`config.mk`:
```
export PLATFORM = sky130hd
export DESIGN_NAME = extent_write_request_splitter_top
export DESIGN_NICKNAME = d
export VERILOG_FILES = /design/src/rtl/ers_pkg.sv /design/src/rtl/ers_ram.sv /design/src/rtl/ers_seq.sv /design/src/rtl/extent_write_request_splitter_top.sv
export SDC_FILE = /design/constraint.sdc
export NUM_CORES = 2
export LEC_CHECK = 0
export ABC_AREA = 1
export BUFFER_PORTS_ARGS = -buffer_cell sky130_fd_sc_hd__buf_2
export CAP_MARGIN = 20
export CORE_ASPECT_RATIO = 2
export CORE_MARGIN = 1
export CORE_UTILIZATION = 56
export DETAILED_ROUTE_END_ITERATION = 16
export PLACE_DENSITY = 0.8
export SKIP_LAST_GASP = 1
export SLEW_MARGIN = 40
export SYNTH_ARGS = -nofsm -noshare
export SYNTH_HDL_FRONTEND = slang
export SYNTH_SLANG_ARGS = --single-unit
```
`constraint.sdc`:
```
create_clock -name clk -period 4.9 [get_ports clk]
set_clock_uncertainty 0.05 [all_clocks]
set_input_delay 0.245 -clock clk [delete_from_list [all_inputs] [get_ports clk]]
set_output_delay 0.245 -clock clk [all_outputs]
set_load 0.02 [all_outputs]
```
`src/rtl/ers_pkg.sv`:
```
`timescale 1ns / 1ps

package ers_pkg;

  localparam int EXTENT_W   = 32;
  localparam int ADDR_W     = 40;
  localparam int BEATS_W    = 32;
  localparam int COUNT_W    = 64;
  localparam int MAX_PIECES = 16;
  localparam int PIECE_W    = $clog2(MAX_PIECES);

  localparam logic [2:0] KIND_BEGIN    = 3'd0;
  localparam logic [2:0] KIND_EXTENT   = 3'd1;
  localparam logic [2:0] KIND_WRITE    = 3'd2;
  localparam logic [2:0] KIND_DATA     = 3'd3;
  localparam logic [2:0] KIND_PEEK_CNT = 3'd4;
  localparam logic [2:0] KIND_PEEK_FIN = 3'd5;
  localparam logic [2:0] KIND_RESET    = 3'd6;

  localparam logic [1:0] RK_WRITE_CMD = 2'd0;
  localparam logic [1:0] RK_BYTE_CNT  = 2'd1;
  localparam logic [1:0] RK_FINISHED  = 2'd2;

  localparam logic [PIECE_W-1:0] PIECE_LAST = PIECE_W'(MAX_PIECES - 1);

  typedef enum logic [1:0] {
    PH_IDLE,
    PH_LOADING,
    PH_RUNNING
  } phase_t;

  typedef enum logic {
    ST_IDLE,
    ST_WALK
  } seq_state_t;

  typedef struct packed {
    logic [2:0]         kind;
    logic               write_mode;
    logic [4:0]         extent_count;
    logic [ADDR_W-1:0]  extent_start_bytes;
    logic [ADDR_W-1:0]  extent_len_bytes;
    logic [BEATS_W-1:0] request_beats;
    logic               end_of_packet;
  } item_t;

  typedef struct packed {
    logic [1:0]         result_kind;
    logic [ADDR_W-1:0]  write_addr;
    logic [BEATS_W-1:0] write_beats;
    logic               last_piece;
    logic               overflow;
    logic [COUNT_W-1:0] byte_count;
    logic               finished;
  } result_t;

  // write command handed from the sequencer to the result register
  typedef struct packed {
    logic               valid;
    logic [ADDR_W-1:0]  addr;
    logic [BEATS_W-1:0] beats;
    logic               last;
    logic               ovf;
  } cmd_t;

endpackage

```
`src/rtl/ers_ram.sv`:
```
`timescale 1ns / 1ps

module ers_ram #(
  parameter int WIDTH = 64,
  parameter int DEPTH = 16
) (
  input  logic                                   clk,
  input  logic                                   we,
  input  logic [((DEPTH > 1) ? $clog2(DEPTH) : 1)-1:0] waddr,
  input  logic [WIDTH-1:0]                       wdata,
  input  logic [((DEPTH > 1) ? $clog2(DEPTH) : 1)-1:0] raddr,
  output logic [WIDTH-1:0]                       rdata
);

  logic [WIDTH-1:0] mem [DEPTH];

  always_ff @(posedge clk) begin
    if (we) begin
      mem[waddr] <= wdata;
    end
    rdata <= mem[raddr];
  end

endmodule

```
`src/rtl/ers_seq.sv`:
```
`timescale 1ns / 1ps

module ers_seq #(
  parameter int MAX_EXTENTS     = 16,
  parameter int BEAT_BYTES_LOG2 = 6
) (
  input  logic          clk,
  input  logic          rst,
  input  logic          accept,
  input  ers_pkg::item_t item,
  output logic          busy,
  output ers_pkg::cmd_t cmd
);

  import ers_pkg::*;

  localparam int IDX_W = (MAX_EXTENTS > 1) ? $clog2(MAX_EXTENTS) : 1;
  localparam int CNT_W = $clog2(MAX_EXTENTS + 1);
  localparam int SAT_W = (CNT_W > 5) ? CNT_W : 5;
  localparam int ENT_W = 2 * EXTENT_W;

  seq_state_t           state, state_next;
  phase_t               phase, phase_next;
  logic [CNT_W-1:0]     expected, expected_next;
  logic [CNT_W-1:0]     store_idx, store_idx_next;
  logic [CNT_W-1:0]     load_idx, load_idx_next;
  logic [EXTENT_W-1:0]  offset, offset_next;
  logic [BEATS_W-1:0]   beats_left, beats_left_next;
  logic [PIECE_W-1:0]   piece_n, piece_n_next;

  // extent memory: {start, length} in beat units
  logic                 ram_we;
  logic [ENT_W-1:0]     ram_wdata;
  logic [ENT_W-1:0]     ram_rdata;
  logic [EXTENT_W-1:0]  ext_start;
  logic [EXTENT_W-1:0]  ext_len;

  logic [SAT_W-1:0]     cnt_wide;
  logic [CNT_W-1:0]     cnt_sat;
  logic [CNT_W:0]       store_inc;
  logic [CNT_W:0]       load_inc;
  logic                 exhausted;
  logic                 is_write;
  logic [EXTENT_W-1:0]  left;
  logic [EXTENT_W-1:0]  base;
  logic [ADDR_W-1:0]    piece_addr;
  logic [BEATS_W-1:0]   rem;
  logic                 zero_req;
  logic                 fits;
  logic                 rem_zero;
  logic                 stop_ovf;
  logic                 walk_more;

  assign ext_start  = ram_rdata[ENT_W-1 -: EXTENT_W];
  assign ext_len    = ram_rdata[EXTENT_W-1:0];

  assign cnt_wide   = SAT_W'(item.extent_count);
  assign cnt_sat    = (cnt_wide > SAT_W'(MAX_EXTENTS)) ? CNT_W'(MAX_EXTENTS)
                                                       : CNT_W'(cnt_wide);
  assign store_inc  = {1'b0, store_idx} + 1'b1;
  assign load_inc   = {1'b0, load_idx} + 1'b1;
  assign exhausted  = (load_idx >= expected);
  assign is_write   = accept && (item.kind == KIND_WRITE) && (phase == PH_RUNNING);

  assign left       = ext_len - offset;
  assign base       = ext_start + offset;
  assign piece_addr = ADDR_W'(base) << BEAT_BYTES_LOG2;
  assign rem        = beats_left - left;
  assign zero_req   = (beats_left == '0);
  assign fits       = (left > beats_left);
  assign rem_zero   = (rem == '0);
  assign stop_ovf   = (load_inc >= {1'b0, expected}) || (piece_n == PIECE_LAST);
  assign walk_more  = !zero_req && !fits && !rem_zero && !stop_ovf;

  assign busy       = (state != ST_IDLE);

  assign ram_we     = accept && (item.kind == KIND_EXTENT) && (phase == PH_LOADING)
                      && (store_idx < CNT_W'(MAX_EXTENTS));
  assign ram_wdata  = {item.extent_start_bytes[BEAT_BYTES_LOG2 +: EXTENT_W],
                       item.extent_len_bytes[BEAT_BYTES_LOG2 +: EXTENT_W]};

  // read address follows the next load index, so the read data always
  // belongs to the current load index
  ers_ram #(
    .WIDTH(ENT_W),
    .DEPTH(MAX_EXTENTS)
  ) u_ext_ram (
    .clk  (clk),
    .we   (ram_we),
    .waddr(store_idx[IDX_W-1:0]),
    .wdata(ram_wdata),
    .raddr(load_idx_next[IDX_W-1:0]),
    .rdata(ram_rdata)
  );

  always_comb begin
    state_next = state;
    unique case (state)
      ST_IDLE: begin
        if (is_write && !exhausted) begin
          state_next = ST_WALK;
        end
      end
      ST_WALK: begin
        if (!walk_more) begin
          state_next = ST_IDLE;
        end
      end
      default: state_next = ST_IDLE;
    endcase
  end

  always_comb begin
    phase_next      = phase;
    expected_next   = expected;
    store_idx_next  = store_idx;
    load_idx_next   = load_idx;
    offset_next     = offset;
    beats_left_next = beats_left;
    piece_n_next    = piece_n;
    unique case (state)
      ST_IDLE: begin
        if (accept) begin
          unique case (item.kind)
            KIND_BEGIN: begin
              if (phase == PH_IDLE && item.write_mode) begin
                expected_next  = cnt_sat;
                store_idx_next = '0;
                load_idx_next  = '0;
                offset_next    = '0;
                phase_next     = (cnt_sat == '0) ? PH_RUNNING : PH_LOADING;
              end
            end
            KIND_EXTENT: begin
              if (ram_we) begin
                store_idx_next = store_inc[CNT_W-1:0];
                if (store_inc >= {1'b0, expected}) begin
                  phase_next = PH_RUNNING;
                end
              end
            end
            KIND_WRITE: begin
              beats_left_next = item.request_beats;
              piece_n_next    = '0;
            end
            KIND_RESET: begin
              phase_next     = PH_IDLE;
              expected_next  = '0;
              store_idx_next = '0;
              load_idx_next  = '0;
              offset_next    = '0;
            end
            default: ;
          endcase
        end
      end
      ST_WALK: begin
        if (!zero_req) begin
          if (fits) begin
            offset_next = offset + beats_left;
          end else begin
            load_idx_next   = load_inc[CNT_W-1:0];
            offset_next     = '0;
            beats_left_next = rem;
            piece_n_next    = piece_n + 1'b1;
          end
        end
      end
      default: ;
    endcase
  end

  always_comb begin
    cmd = '0;
    unique case (state)
      ST_IDLE: begin
        if (is_write && exhausted) begin
          cmd.valid = 1'b1;
          cmd.last  = 1'b1;
          cmd.ovf   = (item.request_beats != '0);
        end
      end
      ST_WALK: begin
        cmd.valid = 1'b1;
        cmd.addr  = piece_addr;
        if (zero_req) begin
          cmd.last = 1'b1;
        end else if (fits) begin
          cmd.beats = beats_left;
          cmd.last  = 1'b1;
        end else begin
          cmd.beats = left;
          cmd.last  = !walk_more;
          cmd.ovf   = !rem_zero && stop_ovf;
        end
      end
      default: ;
    endcase
  end

  always_ff @(posedge clk) begin
    if (rst) begin
      state      <= ST_IDLE;
      phase      <= PH_IDLE;
      expected   <= '0;
      store_idx  <= '0;
      load_idx   <= '0;
      offset     <= '0;
      beats_left <= '0;
      piece_n    <= '0;
    end else begin
      state      <= state_next;
      phase      <= phase_next;
      expected   <= expected_next;
      store_idx  <= store_idx_next;
      load_idx   <= load_idx_next;
      offset     <= offset_next;
      beats_left <= beats_left_next;
      piece_n    <= piece_n_next;
    end
  end

endmodule

```
`src/rtl/extent_write_request_splitter_top.sv`:
```
`timescale 1ns / 1ps

// Channel   | Ports                  | Transaction taken when
// ----------+------------------------+----------------------------------
// item in   | start, busy, item      | rising edge with start=1, busy=0
// result out| strobe, result         | every cycle strobe=1 (no stall)
//
// Begin, extent, data-beat, peek and reset items leave busy low, so a new
// item can follow at once. A write request holds busy high while the walk
// runs; the extent memory is read ahead from the next load index, so the walk
// emits one piece per cycle. A request that finds the extents already used
// up answers in the accept cycle and leaves busy low.
// Each result appears on the ports in the cycle after it is formed, for one
// cycle only; the receiver cannot hold results off.
// rst clears the control state; the extent memory is not cleared and holds
// whatever was last loaded. A reset item clears less state than rst does.

module extent_write_request_splitter_top #(
  parameter int MAX_EXTENTS     = 16,
  parameter int BEAT_BYTES_LOG2 = 6
) (
  input  logic             clk,
  input  logic             rst,
  input  logic             start,
  input  ers_pkg::item_t   item,
  output logic             busy,
  output logic             strobe,
  output ers_pkg::result_t result
);

  import ers_pkg::*;

  logic                accept;
  cmd_t                cmd;

  // data-beat bookkeeping
  logic [COUNT_W-1:0]  bytes_written, bytes_written_next;
  logic                finished_flag, finished_flag_next;

  // result register
  result_t             result_next;
  logic                strobe_next;

  assign accept = start && !busy;

  // phase, extent list and the request walk
  ers_seq #(
    .MAX_EXTENTS    (MAX_EXTENTS),
    .BEAT_BYTES_LOG2(BEAT_BYTES_LOG2)
  ) u_seq (
    .clk   (clk),
    .rst   (rst),
    .accept(accept),
    .item  (item),
    .busy  (busy),
    .cmd   (cmd)
  );

  always_comb begin
    bytes_written_next = bytes_written;
    finished_flag_next = finished_flag;
    if (accept) begin
      if (item.kind == KIND_DATA) begin
        bytes_written_next = bytes_written + (COUNT_W'(1) << BEAT_BYTES_LOG2);
        finished_flag_next = item.end_of_packet;
      end else if (item.kind == KIND_RESET) begin
        bytes_written_next = '0;
        finished_flag_next = 1'b0;
      end
    end
  end

  // a write command and a peek reply never fall in the same cycle:
  // commands come from a write request or the walk, replies from a peek
  always_comb begin
    result_next = '0;
    strobe_next = 1'b0;
    if (cmd.valid) begin
      strobe_next             = 1'b1;
      result_next.result_kind = RK_WRITE_CMD;
      result_next.write_addr  = cmd.addr;
      result_next.write_beats = cmd.beats;
      result_next.last_piece  = cmd.last;
      result_next.overflow    = cmd.ovf;
    end else if (accept && item.kind == KIND_PEEK_CNT) begin
      strobe_next             = 1'b1;
      result_next.result_kind = RK_BYTE_CNT;
      result_next.byte_count  = bytes_written;
    end else if (accept && item.kind == KIND_PEEK_FIN) begin
      strobe_next             = 1'b1;
      result_next.result_kind = RK_FINISHED;
      result_next.finished    = finished_flag;
    end
  end

  always_ff @(posedge clk) begin
    if (rst) begin
      bytes_written <= '0;
      finished_flag <= 1'b0;
      strobe        <= 1'b0;
    end else begin
      bytes_written <= bytes_written_next;
      finished_flag <= finished_flag_next;
      strobe        <= strobe_next;
    end
  end

  always_ff @(posedge clk) begin
    result <= result_next;
  end

endmodule
```
# Word-level counts from Yosys, hierarchy flattened
# Memory sizes are Yosys's and may differ from the RTL's. A register that Yosys moved wholly into a read port is not among the register bits.
# Index checks and enable logic that the tools add are counted.
[totals]
elab_cells = 157
input_bits = 125
reg_bits = 293
output_inout_bits = 143
ramBits = 1024
n_memories = 1
[mem_list]
columns = ["name", "words", "word_bits", "rd", "rd_ports_with_merged_regs", "write_ports", "line", "text"]
rows = [
  ["u_seq.u_ext_ram.mem", 16, 64, 1, 1, 1, "ers_ram.sv:15", "logic [WIDTH-1:0] mem [DEPTH];"],
]
[classes]
order_cmp = 6
eq_ne = 18
mux = 55
reduce_logical = 44
addsub = 8
n_bitwise = 4
[op_table]
columns = ["operator", "count"]
rows = [
  ["32-bit two-way mux", 8],
  ["32-bit case mux with 2 select lines", 3],
  ["64-bit two-way mux", 2],
  ["32-bit adder", 2],
  ["64-bit by 7-bit adder with 64-bit output, second input constant", 1],
  ["32-bit zero test", 2],
  ["32-bit subtractor", 2],
  ["5-bit two-way mux", 8],
  ["33-bit two-way mux", 1],
  ["32-bit greater-than comparator", 1],
  ["32-bit nonzero test", 1],
  ["5-bit case mux with 2 select lines", 3],
  ["4-bit two-way mux", 4],
  ["1-bit logical AND", 15],
  ["5-bit case mux with 3 select lines", 1],
  ["1-bit two-way mux", 14],
  ["5-bit by 1-bit adder with 6-bit output, second input constant", 2],
  ["6-bit by 5-bit >= comparator with 1-bit output", 2],
  ["2-bit two-way mux", 6],
  ["4-bit AND reduction", 3],
  ["5-bit AND reduction", 2],
  ["3-bit == test, second input constant", 3],
  ["2-bit inequality test, second input constant", 4],
  ["4-bit case mux with 2 select lines", 1],
  ["27 further kinds", 44],
]

# Logic depth before layout (Yosys ltp)
[logic_depth]
ltp_word = 10
ltp_mapped = 38

# Modules after synthesis
# A second synthesis with hierarchy kept.
[hier_totals]
cells_unflattened = 7280
area_unflattened_um2 = 64982.3
[modules_own_cells]
columns = ["mod", "area_each_um2", "cells_each", "seq_area_each_um2", "n_inst"]
rows = [
  ["ers_ram", 45285.9, 4210, 32030.7, 1],
  ["ers_seq", 12355.6, 2080, 1721.7, 1],
  ["extent_write_request_splitter_top", 7340.8, 990, 3903.7, 1],
]

# Worst setup path after synthesis
# Ideal clock, no wire load.
[synth_timing]
kind = "register to register"
start = "register u_seq.offset[0]"
end = "register u_seq.u_ext_ram.rdata[21] (read register of u_seq.u_ext_ram.mem)"
setup_ns = 0.112
slack_ns = -0.008
arrival_ns = 4.746
t_required_ns = 4.738
stages_incl_launch_ff = 36
cell_sequence = "dfxtp_1 ha_1 inv_1 fa_1 nand3_1 nand3_2 nand2_1 nand2_1 nand2_1 nand2_1 nand3_1 nand2_1 a31oi_1 o21ai_0 a21boi_0 o21ai_0 a21boi_0 o21ai_0 xor2_1 ha_1 nand2_1 inv_1 nand3_1 inv_1 a21oi_2 nand3_4 nand3_4 buf_2 buf_1 nand3_1 nand2_1 nand2_1 nand3_1 nand2_1 nand2_1 nand2_1"
[synth_between]
elab_chain_len = 5
[synth_lines]
columns = ["element", "line", "text"]
rows = [
  ["from (decl)", "ers_seq.sv:27", "logic [EXTENT_W-1:0] offset, offset_next;"],
  ["from (signal assigned)", "ers_seq.sv:217", "offset <= offset_next;"],
  ["32-bit subtractor", "ers_seq.sv:65", "assign left = ext_len - offset;"],
  ["32-bit greater-than comparator", "ers_seq.sv:70", "assign fits = (left > beats_left);"],
  ["5-bit two-way mux", "ers_seq.sv:159", "if (fits) begin"],
  ["5-bit two-way mux", "ers_seq.sv:158", "if (!zero_req) begin"],
  ["5-bit case mux with 2 select lines", "ers_seq.sv:121", "unique case (state)"],
  ["to (decl)", "ers_ram.sv:12", "output logic [WIDTH-1:0] rdata"],
]
# Every way passes these cells. The select of a mux whose other input is x is not followed.
# A chain may end at the register's enable or synchronous reset.

# Worst setup path after layout
[layout_timing]
start = "register u_seq.offset[8]"
end = "register u_seq.u_ext_ram.rdata[35] (read register of u_seq.u_ext_ram.mem)"
# Same word-level chain as after synthesis.

==> impl_table.tex <==
\begin{tabular}{lr}
\hline
Metric & Value \\
\hline
\multicolumn{2}{l}{\textbf{Outcome}} \\
\quad Status & complete, but fails checks \\
\quad Violations in the final reports & setup timing \\
\multicolumn{2}{l}{\textbf{CTS}} \\
\quad Clock latency at the later pin of the worst-skew pair & 0.78 ns \\
\quad Clock-pin transition on the worst setup and hold timing paths & 0.08 ns \\
\quad Clock root cell & sky130\_fd\_sc\_hd\_\_clkbuf\_16 \\
\quad H-Tree Level Count & 3 \\
\quad TritonCTS clock tree & built \\
\quad Clock Sinks & 1361 \\
\quad Clk buf depth & 3 \\
\quad CTS buffer count & 109 \\
\multicolumn{2}{l}{\textbf{Hold path}} \\
\quad Terminating pin of the worst hold path & u\_seq.phase[1]\$\_SDFFE\_PP0P\_ \\
\quad Hold/Removal Path Class & in -> reg \\
\quad Hold path start & item[118] \\
\quad Worst Hold Depth & 5 \\
\multicolumn{2}{l}{\textbf{Setup path}} \\
\quad Crit path arrival time & 5.97 ns \\
\quad Launching element type of the critical path & flip-flop \\
\quad Dominant delay contributor by cell family on the critical path & simple AND/OR/NAND/NOR gates \\
\quad Count of buffer and inverter cells on the critical path & 8 \\
\quad Number of cell instances on the worst register-to-register path & 38 \\
\quad Required @ worst endpoint & 5.51 ns \\
\quad Kind of capture point of the worst setup path & flip-flop \\
\quad Top cell by count, worst path & sky130\_fd\_sc\_hd\_\_nand2\_1 \\
\quad Standard cell with the maximum stage delay on the critical path & sky130\_fd\_sc\_hd\_\_dfxtp\_1 \\
\quad Critical path type & reg -> reg \\
\quad Start point of the critical path & u\_seq.offset[8]\$\_SDFFE\_PP0P\_ \\
\quad Critical register-to-register path startpoint & u\_seq.offset[8]\$\_SDFFE\_PP0P\_ \\
\quad Worst reg2reg endpoint & u\_seq.u\_ext\_ram.rdata[35]\$\_DFF\_P\_ \\
\quad Minimum setup slack among reg-to-reg paths & -0.46 ns \\
\quad Maximum fanout encountered on the critical timing path & 14 \\
\quad Peak per-stage delay on the critical path & 0.33 ns \\
\multicolumn{2}{l}{\textbf{Final layout}} \\
\quad Synthesis-to-finish area growth & 22.22\% \\
\quad Final design utilization & 69.07\% \\
\quad Layout cells sized above 1 & 15.24\% \\
\quad Final layout net count & 8464 \\
\multicolumn{2}{l}{\textbf{Placed design}} \\
\quad Half-perimeter wire length of the detailed placement result & 132100 um \\
\quad Routability-driven placement congestion ratio & 0.9774 \\
\quad Total of buffers placed on input and output ports & 237 \\
\multicolumn{2}{l}{\textbf{Synth}} \\
\quad Gate count after technology mapping & 7449 \\
\quad Synth warn & 0 \\
\quad Syn\_area\_per\_cell & 8.738 um2 \\
\quad Share of the synthesized area in the top cell type & 47.24\% \\
\quad Number of enable-type register cells in the synthesized netlist & 1024 \\
\quad Primary flip-flop cell chosen by synthesis mapping & sky130\_fd\_sc\_hd\_\_edfxtp\_1 \\
\quad Share of flip-flops with an asynchronous set or reset after synthesis & 0\% \\
\quad Synth cell types & 52 \\
\quad Synthesized flop and latch total & 1361 \\
\quad Ranking of synthesized cells by area & sky130\_fd\_sc\_hd\_\_edfxtp\_1, sky130\_fd\_sc\_hd\_\_nand2\_1, sky130\_fd\_sc\_hd\_\_dfxtp\_1 \\
\quad Top cells by count, synth & sky130\_fd\_sc\_hd\_\_nand2\_1, sky130\_fd\_sc\_hd\_\_inv\_1, sky130\_fd\_sc\_hd\_\_edfxtp\_1 \\
\quad Most common cell in the netlist & sky130\_fd\_sc\_hd\_\_nand2\_1 \\
\quad Seq/Total Area, Yosys & 57.61\% \\
\quad Post-synthesis instance area & 0.06509 mm2 \\
\quad Cell type with the largest total area after synthesis & sky130\_fd\_sc\_hd\_\_edfxtp\_1 \\
\multicolumn{2}{l}{\textbf{Global routing}} \\
\quad Total global routing overflow & 0 \\
\quad Maximum number of pins on one net before global-route repair & 65 \\
\quad Vias in the first global route & 54756 \\
\quad Antenna violations before repair & 10 \\
\quad Wire length of the first global-routing pass & 307800 um \\
\quad Overall fraction of global-route tracks in use & 34.76\% \\
\multicolumn{2}{l}{\textbf{Floorplanning}} \\
\quad Initial core utilization & 56.52\% \\
\quad Height of the chip & 484.1 um \\
\quad Die Width & 243.1 um \\
\quad Site Rows & 176 \\
\quad Die footprint & 0.1177 mm2 \\
\quad Placeable core region & 0.1152 mm2 \\
\quad Num ports & 268 \\
\multicolumn{2}{l}{\textbf{Timing}} \\
\quad Shortest clock period the worst path allows after layout & 5.357 ns \\
\quad Final count of negative-setup-slack endpoints & 100 \\
\quad RSZ-0062 raised after global routing & yes \\
\quad Fmax achieved & 0.1867 GHz \\
\quad Share of the clock period used by the worst path & 109.3\% \\
\quad Setup Total Neg Slack & -26.34 ns \\
\quad Final number of max-transition violations & 0 \\
\quad Final count of hold timing violations & 0 \\
\quad Actual slew at the worst max-slew pin & 1.174 ns \\
\quad Worst hold slack & 0.03841 ns \\
\quad Max\_slew headroom & 21.71\% \\
\quad Crit path setup slack, layout & -0.4573 ns \\
\multicolumn{2}{l}{\textbf{Pwr}} \\
\quad Total design power & 22.69 mW \\
\quad Leakage power & 36.64 nW \\
\quad Total power density per cell area & 285.2 mW/mm2 \\
\quad Worst VDD drop & 0.3312 mV \\
\multicolumn{2}{l}{\textbf{Detailed routing}} \\
\quad Vias/cell & 5.685 \\
\quad Residual DRC & 0 \\
\quad Avg WL per Cell & 22.11 um \\
\quad Iteration-0 DRC Markers & 5738 \\
\quad Total wirelength of the detailed-routed design & 217000 um \\
\quad Remaining antenna violation count after routing & 0 \\
\quad Number of iterations in the first detailed-routing pass & 8 \\
\quad Routed vias & 55797 \\
\multicolumn{2}{l}{\textbf{Flow run}} \\
\quad Number of maximum-capacitance constraint violations & 0 \\
\hline
\end{tabular}
==> area by class of cell <==
cell class / count / area [um2]
Inverter: 1281 / 4850
Timing Repair Buffer: 925 / 9351
Multi-Input combinational cell: 4520 / 22060
Fill cell: 7914 / 35620
Clock inverter: 67 / 780.7
Antenna cell: 9 / 22.52
Sequential cell: 1361 / 37510
Clock buffer: 139 / 3088
Tap cell: 1513 / 1893
==> report_power, final <==
part	internal [mW]	leakage, nW	switching (mW)
logic	0.255	22.8	0.445
registers	12.4	11.9	0.0355
clock network	5.20	1.87	4.37
total	17.8	36.6	4.85
==> sequential cells by signal (all words and copies together) (netlist names) <==
| signal | flops |
|---|---|
| u_seq.u_ext_ram.mem | 1024 |
| bytes_written | 58 |
| u_seq.expected | 5 |
| u_seq.u_ext_ram.rdata | 64 |
| result | 127 |
| u_seq.phase | 2 |
| u_seq.piece_n | 4 |
| u_seq.offset | 32 |
| u_seq.beats_left | 32 |
| u_seq.store_idx | 5 |
| strobe | 1 |
| u_seq.busy | 1 |
| finished_flag | 1 |
| u_seq.load_idx | 5 |
==> how the worst max path moves through the flow <==
| stage | cells after the start | end | slack, ns |
|---|---|---|---|
| floorplan | 35 | u_seq.u_ext_ram.rdata[31]$_DFF_P_ | 0.005 |
| global placement | 33 | u_seq.u_ext_ram.rdata[48]$_DFF_P_ | -1.02 |
| detailed placement | 33 | u_seq.u_ext_ram.rdata[48]$_DFF_P_ | -1.05 |
| CTS | 40 | u_seq.u_ext_ram.rdata[54]$_DFF_P_ | -0.32 |
| global route | 38 | u_seq.u_ext_ram.rdata[35]$_DFF_P_ | -0.64 |
| finish | 38 | u_seq.u_ext_ram.rdata[35]$_DFF_P_ | -0.46 |
==> routing by layer <==
| metal | vias up | routed length, um | global-route usage (%) |
|---|---|---|---|
| li1 | 25167 | - | - |
| met1 | 25781 | 66010 | 34.92 |
| met2 | 3637 | 106400 | 60.53 |
| met3 | 1204 | 21590 | 6.791 |
| met4 | 8 | 22940 | 31.34 |
| met5 | - | 51 | 0 |
==> worst min-delay path, stage by stage <==
cell	delay (ns)
sky130_fd_sc_hd__buf_2	0.10
sky130_fd_sc_hd__nand4_1	0.09
sky130_fd_sc_hd__o21ai_0	0.11
sky130_fd_sc_hd__o311ai_0	0.18
sky130_fd_sc_hd__a21oi_1	0.09
==> logic make-up after synthesis <==
kind of cell    share of synthesized area [%]
simple gates                            24.04
buf+inv                                 10.05
flops                                   57.61
compound gates                          4.731
fa+ha+maj                               2.757
xor+xnor                               0.8151
other cells                          0.005761
==> layout by cell type (no fill, tap or decap), types with 56 or more instances in the layout <==
cell type | synthesis | routed
sky130_fd_sc_hd__ha_1 | 137 | 131
sky130_fd_sc_hd__nand2_2 | 13 | 89
sky130_fd_sc_hd__nand2_1 | 2677 | 2585
sky130_fd_sc_hd__dfxtp_1 | 337 | 327
sky130_fd_sc_hd__buf_2 | 171 | 237
sky130_fd_sc_hd__nor3_1 | 57 | 56
sky130_fd_sc_hd__a21oi_1 | 259 | 256
sky130_fd_sc_hd__inv_1 | 1269 | 1256
sky130_fd_sc_hd__buf_12 | 0 | 115
sky130_fd_sc_hd__nand3b_1 | 132 | 132
sky130_fd_sc_hd__dlygate4sd3_1 | 0 | 113
sky130_fd_sc_hd__nor2_1 | 269 | 250
sky130_fd_sc_hd__o21ai_0 | 164 | 158
sky130_fd_sc_hd__edfxtp_1 | 1024 | 1024
sky130_fd_sc_hd__nand3_1 | 507 | 464
sky130_fd_sc_hd__clkbuf_16 | 0 | 133
sky130_fd_sc_hd__buf_4 | 32 | 359
==> repair_timing <==
item | CTS | global route
pin swaps | 44 | 101
buffers inserted | 56 | 27
setup endpoints to repair | 172 | 160
endpoints found under the hold margin | 1087 | 0
gates resized for setup | 150 | 171
hold buffers | 113 | 0
gates cloned | 23 | 21
==> per-stage QoR <==
stage / area [um2] / worst slack (ns) / cells
after global placement: 71370 / -1.021 / 9361
after floorplan: 65140 / 0.004522 / 7462
after global routing: 79540 / -0.6398 / 9810
after detailed placement: 71440 / -1.051 / 9364
final: 79550 / -0.4573 / 9815
after CTS: 78240 / -0.3183 / 9762
Note: power is estimated with default switching activity, not from simulation.
